[config.mk]
export PLATFORM = sky130hd
export DESIGN_NAME = scancode_to_ascii_fifo_core
export DESIGN_NICKNAME = d
export VERILOG_FILES = /design/src/rtl/stc_pkg.sv /design/src/rtl/stc_xlate.sv /design/src/rtl/stc_fifo.sv /design/src/rtl/scancode_to_ascii_fifo_core.sv
export SDC_FILE = /design/constraint.sdc
export NUM_CORES = 2
export LEC_CHECK = 0
export BUFFER_PORTS_ARGS = -buffer_cell sky130_fd_sc_hd__buf_4
export CAP_MARGIN = 20
export CORE_MARGIN = 10
export CORE_UTILIZATION = 58
export DETAILED_ROUTE_END_ITERATION = 8
export GPL_TIMING_DRIVEN = 1
export PLACE_DENSITY = 0.74
export SLEW_MARGIN = 20
export SYNTH_ARGS = -nofsm -noshare
export SYNTH_HDL_FRONTEND = slang
export SYNTH_HIERARCHICAL = 1
export SYNTH_SLANG_ARGS = --single-unit
[constraint.sdc]
create_clock -name i_clk -period 31.1 [get_ports i_clk]
set_input_delay 0 -clock i_clk [delete_from_list [all_inputs] [get_ports i_clk]]
set_output_delay 0 -clock i_clk [all_outputs]
set_load 0.02 [all_outputs]
[src/rtl/stc_pkg.sv]
`timescale 1ns / 1ps

package stc_pkg;

    // fixed field widths
    localparam int CODE_W   = 8;
    localparam int CHAR_W   = 7;
    localparam int STATUS_W = 3;
    localparam int FILL_W   = 9;

    // default character buffer depth
    localparam int DEFAULT_FIFO_DEPTH = 256;

    // opcodes
    localparam logic OP_KEY  = 1'b0;
    localparam logic OP_READ = 1'b1;

    // result status codes
    localparam logic [STATUS_W-1:0] ST_STORED  = 3'd0;
    localparam logic [STATUS_W-1:0] ST_IGNORED = 3'd1;
    localparam logic [STATUS_W-1:0] ST_FULL    = 3'd2;
    localparam logic [STATUS_W-1:0] ST_READ    = 3'd3;
    localparam logic [STATUS_W-1:0] ST_EMPTY   = 3'd4;

    // push / pop request into the buffer
    typedef struct packed {
        logic push;
        logic pop;
    } t_fifo_req;

    // buffer occupancy flags
    typedef struct packed {
        logic full;
        logic empty;
    } t_fifo_flags;

endpackage

[src/rtl/stc_xlate.sv]
`timescale 1ns / 1ps

module stc_xlate (
    input  logic [stc_pkg::CODE_W-1:0] i_code,
    output logic [stc_pkg::CHAR_W-1:0] o_ascii,
    output logic                       o_mapped
);
    import stc_pkg::*;

    // set-1 make codes to lower-case ascii, release codes fall to default
    always_comb begin
        case (i_code)
            8'h1C: o_ascii = 7'h0A;   // enter
            8'h0E: o_ascii = 7'h08;   // backspace
            8'h39: o_ascii = 7'h20;   // space
            // digit row
            8'h02: o_ascii = 7'h31;
            8'h03: o_ascii = 7'h32;
            8'h04: o_ascii = 7'h33;
            8'h05: o_ascii = 7'h34;
            8'h06: o_ascii = 7'h35;
            8'h07: o_ascii = 7'h36;
            8'h08: o_ascii = 7'h37;
            8'h09: o_ascii = 7'h38;
            8'h0A: o_ascii = 7'h39;
            8'h0B: o_ascii = 7'h30;
            8'h0C: o_ascii = 7'h2D;
            8'h0D: o_ascii = 7'h3D;
            // top letter row
            8'h10: o_ascii = 7'h71;
            8'h11: o_ascii = 7'h77;
            8'h12: o_ascii = 7'h65;
            8'h13: o_ascii = 7'h72;
            8'h14: o_ascii = 7'h74;
            8'h15: o_ascii = 7'h79;
            8'h16: o_ascii = 7'h75;
            8'h17: o_ascii = 7'h69;
            8'h18: o_ascii = 7'h6F;
            8'h19: o_ascii = 7'h70;
            8'h1A: o_ascii = 7'h5B;
            8'h1B: o_ascii = 7'h5D;
            // home row
            8'h1E: o_ascii = 7'h61;
            8'h1F: o_ascii = 7'h73;
            8'h20: o_ascii = 7'h64;
            8'h21: o_ascii = 7'h66;
            8'h22: o_ascii = 7'h67;
            8'h23: o_ascii = 7'h68;
            8'h24: o_ascii = 7'h6A;
            8'h25: o_ascii = 7'h6B;
            8'h26: o_ascii = 7'h6C;
            8'h27: o_ascii = 7'h3B;
            8'h28: o_ascii = 7'h27;
            // bottom row
            8'h2C: o_ascii = 7'h7A;
            8'h2D: o_ascii = 7'h78;
            8'h2E: o_ascii = 7'h63;
            8'h2F: o_ascii = 7'h76;
            8'h30: o_ascii = 7'h62;
            8'h31: o_ascii = 7'h6E;
            8'h32: o_ascii = 7'h6D;
            8'h33: o_ascii = 7'h2C;
            8'h34: o_ascii = 7'h2E;
            8'h35: o_ascii = 7'h2F;
            default: o_ascii = '0;
        endcase
    end

    assign o_mapped = (o_ascii != '0);

endmodule

[src/rtl/stc_fifo.sv]
`timescale 1ns / 1ps

module stc_fifo #(
    parameter int FIFO_DEPTH = stc_pkg::DEFAULT_FIFO_DEPTH,
    localparam int PTR_W = (FIFO_DEPTH > 1) ? $clog2(FIFO_DEPTH) : 1,
    localparam int CNT_W = $clog2(FIFO_DEPTH + 1)
) (
    input  logic                       i_clk,
    input  logic                       i_rst_n,
    input  stc_pkg::t_fifo_req         i_req,
    input  logic [stc_pkg::CHAR_W-1:0] i_wr_data,
    output stc_pkg::t_fifo_flags       o_flags,
    output logic [CNT_W-1:0]           o_count_next,
    output logic [stc_pkg::CHAR_W-1:0] o_rd_data
);
    import stc_pkg::*;

    localparam logic [PTR_W-1:0] PTR_LAST  = PTR_W'(FIFO_DEPTH - 1);
    localparam logic [CNT_W-1:0] CNT_FULL  = CNT_W'(FIFO_DEPTH);

    logic [CHAR_W-1:0] r_mem [FIFO_DEPTH];
    logic [PTR_W-1:0]  r_wr_ptr, n_wr_ptr;
    logic [PTR_W-1:0]  r_rd_ptr, n_rd_ptr;
    logic [CNT_W-1:0]  r_count,  n_count;
    logic [CHAR_W-1:0] r_rd_data;

    assign o_flags.full  = (r_count == CNT_FULL);
    assign o_flags.empty = (r_count == '0);

    always_comb begin
        n_wr_ptr = r_wr_ptr;
        n_rd_ptr = r_rd_ptr;
        n_count  = r_count;
        if (i_req.push) begin
            n_wr_ptr = (r_wr_ptr == PTR_LAST) ? '0 : r_wr_ptr + 1'b1;
            n_count  = r_count + 1'b1;
        end
        if (i_req.pop) begin
            n_rd_ptr = (r_rd_ptr == PTR_LAST) ? '0 : r_rd_ptr + 1'b1;
            n_count  = r_count - 1'b1;
        end
    end

    assign o_count_next = n_count;

    always_ff @(posedge i_clk) begin
        if (!i_rst_n) begin
            r_wr_ptr <= '0;
            r_rd_ptr <= '0;
            r_count  <= '0;
        end else begin
            r_wr_ptr <= n_wr_ptr;
            r_rd_ptr <= n_rd_ptr;
            r_count  <= n_count;
        end
    end

    // single write port, registered read port
    always_ff @(posedge i_clk) begin
        if (i_req.push) begin
            r_mem[r_wr_ptr] <= i_wr_data;
        end
        if (i_req.pop) begin
            r_rd_data <= r_mem[r_rd_ptr];
        end
    end

    assign o_rd_data = r_rd_data;

    a_count_bound: assert property (@(posedge i_clk) disable iff (!i_rst_n)
        r_count <= CNT_FULL)
        else $error("fifo count above depth");

    a_no_push_full: assert property (@(posedge i_clk) disable iff (!i_rst_n)
        i_req.push |-> !o_flags.full)
        else $error("push into full fifo");

    a_no_pop_empty: assert property (@(posedge i_clk) disable iff (!i_rst_n)
        i_req.pop |-> !o_flags.empty)
        else $error("pop from empty fifo");

    a_push_grows: assert property (@(posedge i_clk) disable iff (!i_rst_n)
        (i_req.push && !i_req.pop) |=>
            ({1'b0, r_count} == {1'b0, $past(r_count)} + 1'b1))
        else $error("count did not follow push");

endmodule

[src/rtl/scancode_to_ascii_fifo_core.sv]
`timescale 1ns / 1ps

// Set-1 scancode to ascii translator with a character fifo. Every transaction
// is either a key event (i_opcode low, i_scancode holds the raw byte) or a
// read request (i_opcode high). A transaction is taken on any edge with start
// high; busy never rises, so one transaction per clock is sustained. Each
// transaction gives exactly one result, which passes the input register and
// then the result register: it is shown on the o_ ports with o_strobe high
// for a single cycle. The receiver cannot stall: a result must be captured
// in the cycle that o_strobe is high.
// The fill level reported is the count after that transaction. The character
// store is a single-write, registered-read memory; no clearing pass is needed
// after reset since only written entries are ever read.

module scancode_to_ascii_fifo_core #(
    parameter int FIFO_DEPTH = stc_pkg::DEFAULT_FIFO_DEPTH
) (
    input  logic                         i_clk,
    input  logic                         i_rst_n,
    input  logic                         start,
    output logic                         busy,
    input  logic                         i_opcode,
    input  logic [stc_pkg::CODE_W-1:0]   i_scancode,
    output logic                         o_strobe,
    output logic [stc_pkg::CHAR_W-1:0]   o_character,
    output logic [stc_pkg::STATUS_W-1:0] o_status,
    output logic [stc_pkg::FILL_W-1:0]   o_fill_level
);
    import stc_pkg::*;

    localparam int CNT_W = $clog2(FIFO_DEPTH + 1);

    // input register
    logic              r_in_valid;
    logic              r_in_opcode;
    logic [CODE_W-1:0] r_in_code;

    // translation and fifo control
    logic [CHAR_W-1:0] ascii;
    logic              mapped;
    t_fifo_req         fifo_req;
    t_fifo_flags       fifo_flags;
    logic [CNT_W-1:0]  count_next;
    logic [CHAR_W-1:0] rd_data;
    logic [STATUS_W-1:0] n_status;
    logic [CNT_W+FILL_W-1:0] count_ext;

    // result register
    logic                r_out_valid;
    logic                r_out_read;
    logic [STATUS_W-1:0] r_out_status;
    logic [FILL_W-1:0]   r_out_fill;

    // the core keeps pace with the input every cycle
    assign busy = 1'b0;

    always_ff @(posedge i_clk) begin
        if (!i_rst_n) begin
            r_in_valid <= 1'b0;
        end else begin
            r_in_valid <= start;
        end
    end

    always_ff @(posedge i_clk) begin
        if (start) begin
            r_in_opcode <= i_opcode;
            r_in_code   <= i_scancode;
        end
    end

    stc_xlate u_xlate (
        .i_code   (r_in_code),
        .o_ascii  (ascii),
        .o_mapped (mapped)
    );

    // decide push / pop and the status for the registered transaction
    always_comb begin
        fifo_req.push = 1'b0;
        fifo_req.pop  = 1'b0;
        n_status      = ST_IGNORED;
        if (r_in_opcode == OP_KEY) begin
            if (!mapped) begin
                n_status = ST_IGNORED;      // release code or unmapped key
            end else if (fifo_flags.full) begin
                n_status = ST_FULL;         // character dropped
            end else begin
                n_status      = ST_STORED;
                fifo_req.push = r_in_valid;
            end
        end else begin
            if (fifo_flags.empty) begin
                n_status = ST_EMPTY;
            end else begin
                n_status     = ST_READ;
                fifo_req.pop = r_in_valid;
            end
        end
    end

    stc_fifo #(
        .FIFO_DEPTH (FIFO_DEPTH)
    ) u_fifo (
        .i_clk        (i_clk),
        .i_rst_n      (i_rst_n),
        .i_req        (fifo_req),
        .i_wr_data    (ascii),
        .o_flags      (fifo_flags),
        .o_count_next (count_next),
        .o_rd_data    (rd_data)
    );

    // fill level shows the low bits of the count only
    assign count_ext = {{FILL_W{1'b0}}, count_next};

    always_ff @(posedge i_clk) begin
        if (!i_rst_n) begin
            r_out_valid <= 1'b0;
        end else begin
            r_out_valid <= r_in_valid;
        end
    end

    always_ff @(posedge i_clk) begin
        if (r_in_valid) begin
            r_out_read   <= fifo_req.pop;
            r_out_status <= n_status;
            r_out_fill   <= count_ext[FILL_W-1:0];
        end
    end

    // the fifo read data register lines up with the result register
    assign o_strobe     = r_out_valid;
    assign o_character  = r_out_read ? rd_data : '0;
    assign o_status     = r_out_status;
    assign o_fill_level = r_out_fill;

endmodule

==> After elaboration in Yosys (flattened, before gate mapping) <==
Memories as Yosys holds them, arrays and structs flattened. A register that Yosys moved wholly into a read port is not among the register bits.
Cells that the tools add are included.
{ "totals": {"reg_bits": 49, "ram_bits": 1792, "mem_bits_ro": 448, "output_inout_bits": 21, "n_memories": 2} }
{ "memory_table": {"columns": ["name", "words", "width", "rd", "rd_clocked_by_memory_dff", "wr", "line_no", "rtl"], "rows": [
  ["u_fifo.r_mem", 256, 7, 1, 1, 1, "stc_fifo.sv:21", "logic [CHAR_W-1:0] r_mem [FIFO_DEPTH];"],
  ["(name not given)", 64, 7, 1, 1, 0, "stc_xlate.sv:12", "case (i_code)"]
]} }
{ "classes": {"addsub": 4, "eq_ne": 3, "mux": 18, "reduce_logical": 3} }
{ "op_table": {"columns": ["op", "count"], "rows": [
  ["$mux 9", 2],
  ["$add 8x1->8 const B", 2],
  ["$eq 8x8->1 const B", 2],
  ["$mux 8", 2],
  ["$mux 7", 2],
  ["$add 9x1->9 const B", 1],
  ["$eq 9x9->1 const B", 1],
  ["$logic_not 9->1", 1],
  ["$mux 3", 3],
  ["$sub 9x1->9 const B", 1],
  ["$mux 1", 7],
  ["$reduce_bool 7->1", 1],
  ["$mux 6", 1],
  ["$logic_not 2->1", 1],
  ["$mux 2", 1]
]} }

==> Depth between registers and ports, before layout <==
{ "depth": {"depth_word": 7, "mapped_depth": 16, "depth_no_buf": 15} }

==> Cells and area by module <==
Netlist, hierarchy kept.
{ "modules_own_cells": {"columns": ["module", "n_inst", "cells_each", "area_each_um2", "seq_area_each_um2"], "rows": [
  ["stc_fifo", 1, 3739, 71703.8, 54522.3],
  ["scancode_to_ascii_fifo_core", 1, 43, 818.3, 700.7],
  ["stc_xlate", 1, 112, 800.8, 0.0]
]} }

==> Worst setup path before layout <==
OpenSTA, ideal clock, no wires.
{ "synth_timing": {"path_type": "register -> register", "from": "register r_in_code[1] (netlist name)", "to": "memory u_fifo.r_mem[0][6] (data pin)", "t_arrival_ps": 22994, "required_ps": 26615, "path_slack_ps": 3621, "path_stages_with_launch": 6, "n_path_buf": 0, "synth_period_minus_slack_ps": 27479, "path_cell_list": "edfxtp_1 -> inv_1 -> ha_1 -> nand2_1 -> a21oi_1 -> a2111oi_0"} }
{ "synth_rtl": {"columns": ["element", "line_no"], "rows": [
  ["end, declared", "stc_fifo.sv:21"]
]} }

==> summary.md <==
| Metric | Value |
|---|---|
| Status | `completed` |
| Nets | `3989` |
| Num ports | `33` |
| Synth Cell Area | `73300 um^2` |
| Max clock buf depth | `3` |
| Primary FF master, synth | `edfxtp_1` |
| Register area share after synthesis | `75.3%` |
| CTS tree | `built` |
| Crit Path Max Fanout | `59` |
| Die Ht | `376 um` |
| Fin crit period | `5.85 ns` |
| Bufs and invs on worst path | `3` |
| Setup Skew | `0.0284 ns` |
| CP Data Required Time | `31.54 ns` |
| FMAX | `0.171 GHz` |
| Crit-path cells | `inv_1 > ha_1 > nand2_1 > a21boi_0 > mux4_2 > nor2_1 > o31a_2 > buf_4 > or4_1 > and4bb_2 > and2_1 > nand2_1 > buf_4 > nor2_1` |
| Max IR drop VDD | `0.0641 mV` |
| Clk root buf | `clkbuf_16` |
| Crit start category | `flip-flop` |
| Worst Hold Class | `in -> reg` |
| Port Buf Inserts | `31` |
| Area contributors post-synth | `edfxtp_1 75%, mux4_2 7.8%, mux2i_1 4.6%` |
| Antenna violations before repair | `6` |
| Final period util | `18.8%` |
| Share of the synthesized area in the top cell type | `74.6%` |
| Synth area leader | `edfxtp_1` |
| Slew @ Worst Pin | `1.17 ns` |
| Async SR Flop Fraction | `0%` |
| Syn Area/Cell | `18.8 um^2` |
| Max transition margin | `21.7%` |
| Drt drc | `0` |
| First-pass GRT wire length | `267000 um` |
| Die X | `376 um` |
| Gr ovfl total | `0` |
| Synth Register Bits | `1848` |
| CP endpoint kind | `flip-flop` |
| Setup CP Type | `reg -> reg` |
| Post-synth EDFFs | `1821` |
| Setup TNS | `0 ns` |
| CP peak stage delay | `0.60 ns` |
| Total die area | `141000 um^2` |
| Fin. max-slew vios | `0` |
| Vias per std cell | `6.76` |
| Yosys warns | `6` |
| Layout cells sized above 1 | `17.3%` |
| Crit path arrival time | `6.28 ns` |
| Vias in the first global route | `38200` |
| Initial DRC Count | `5452` |
| Pwr dens | `63.7 nW/um^2` |
| Max-cap violations | `0` |
| Commonest cells after routing, fill and taps aside | `1821 x edfxtp_1, 340 x mux2i_1, 306 x nor2_1, 253 x mux4_2, 183 x clkbuf_16` |
| WHS Path Cells | `2` |
| Unrepaired setup endpoints after global routing | `false` |
| DR vias | `38900` |
| Leading cell type in the layout, fill and taps excluded | `edfxtp_1` |
| Final Worst Setup Slack | `25.25 ns` |
| Hpwl dp | `109000 um` |
| Crit-path leading delay family | `simple AND/OR/NAND/NOR gates` |
| Post-route ant nets | `0` |
| Pwr Total | `0.00515 W` |
| GR Util All Layers | `25.8%` |
| CP Depth | `14` |
| Synth cell types | `81` |
| Leakage | `21.6 nW` |
| Hold Fails Final Rpt | `0` |
| Place WS | `25.38 ns` |
| Synth-to-layout area growth | `10.3%` |
| R2R cell count | `14` |
| CTS Buf Count | `179` |
| Synthesized instance count | `3894` |
| Clock Latency Late Sink | `0.82 ns` |
| Row Count | `130` |
| Final GP Congestion | `0.879` |
| H-tree depth | `4` |
| Placed insts | `5407` |
| DRT Pass-1 Iters | `6` |
| Fin cells | `5757` |
| Sink Count | `1848` |
| Final setup fails | `0` |
| Starting Density | `58.4%` |
| Worst-path clk slew | `0.06 ns` |
| Critical path's slowest cell | `and4bb_2` |
| Detailed-route wire length per cell | `31.7 um` |
| Post-CTS sizing | `0` |
| Largest net degree at the start of global routing | `182` |
| Final-layout fill cell count | `8278` |
| Drt total wl | `183000 um` |
| Syn nets | `3925` |
| Core Footprint | `126000 um^2` |
-- final timing paths --
check,startpoint,to,slack [ns]
worst max-delay path,r_in_code[1],u_fifo/r_mem[48][0],25.25
worst min-delay path,start,r_in_opcode,0.08
worst max register to register,r_in_code[1],u_fifo/r_mem[48][0],25.25
worst min register to register,u_fifo/r_count[8],o_fill_level[8],0.62
-- metal layers --
metal	share of wire, %	GRT usage [%]	vias up
met1	38	35.9	20000
li1	-	-	16000
met2	47	39.9	2517
met4	3.4	8.76	8
met5	0.027	0	-
met3	11	6.73	396
-- where the power goes --
group          switching [W]  internal (W)  total, W
logic               0.000153     0.0000761  0.000229
registers          0.0000112       0.00277   0.00278
clock network       0.000910       0.00123   0.00214
-- logic make-up (layout without fill, tap and decap cells) --
kind of cell	count (synthesis)	after routing	share of synthesized area [%]
adders and majority gates	19	19	0.324
xor gates and xnor gates	20	20	0.239
muxes	640	640	13.1
DFF	1848	1848	75.3
and+or+nand+nor	588	588	3.57
other	1	2	0.00511
AOI/OAI and AO/OA	507	507	5.18
buffers and inverters	271	483	2.23
-- cell usage after synthesis (all sizes together) (5+ instances only) --
master / instances
edfxtp: 1821
mux2i: 340
nor2: 308
mux4: 253
buf: 147
nand2: 115
clkbuf: 108
o21ai: 76
o221ai: 68
a221oi: 62
a21oi: 61
mux2: 47
o22ai: 41
a211oi: 38
a22oi: 38
and2: 34
nand3: 32
dfxtp: 27
nor2b: 25
ha: 19
nor3: 18
xnor2: 18
inv: 16
a32oi: 15
a22o: 14
nand4: 11
a2111oi: 10
a222oi: 10
and3: 9
a32o: 8
o211ai: 7
o21a: 7
nand2b: 6
nor4: 6
o2111ai: 6
o2bb2ai: 6
a31oi: 5
o41ai: 5
-- metrics by stage --
step	utilization (%)	area [um^2]	hold WS, ns
2_1_floorplan	-	73300	0.0989
3_3_place_gp	59.6	74900	0.180
3_5_place_dp	59.6	74900	0.180
4_1_cts	64.4	80800	0.0433
5_1_grt	64.4	80800	0.0819
6_report	64.4	80900	0.0757
-- registers in the layout, indices dropped and copies added (netlist names) --
register	count
o_fill_level	9
o_status	3
o_strobe	1
r_in_code	8
r_in_opcode	1
r_in_valid	1
r_out_read	1
u_fifo/o_rd_data	7
u_fifo/r_count	9
u_fifo/r_mem	1792
u_fifo/r_rd_ptr	8
u_fifo/r_wr_ptr	8
-- what timing repair did --
item / in CTS / in global routing
hold buffers: 20 / 0
endpoints found under the hold margin: 45 / 0
setup buffers: 0 / 0
-- area by class of cell --
class | instances | area [um^2] | area share, %
inverters | 16 | 62.6 | 0.0774
diodes | 1 | 2.50 | 0.00310
multi-input cells | 1775 | 16600 | 20.5
clock buffers | 223 | 4750 | 5.87
flip-flops and latches | 1848 | 55200 | 68.3
well taps | 1650 | 2060 | 2.55
clock inverters | 106 | 1040 | 1.29
repair buffers | 138 | 1140 | 1.41
Power figures use the tool's default switching activity.
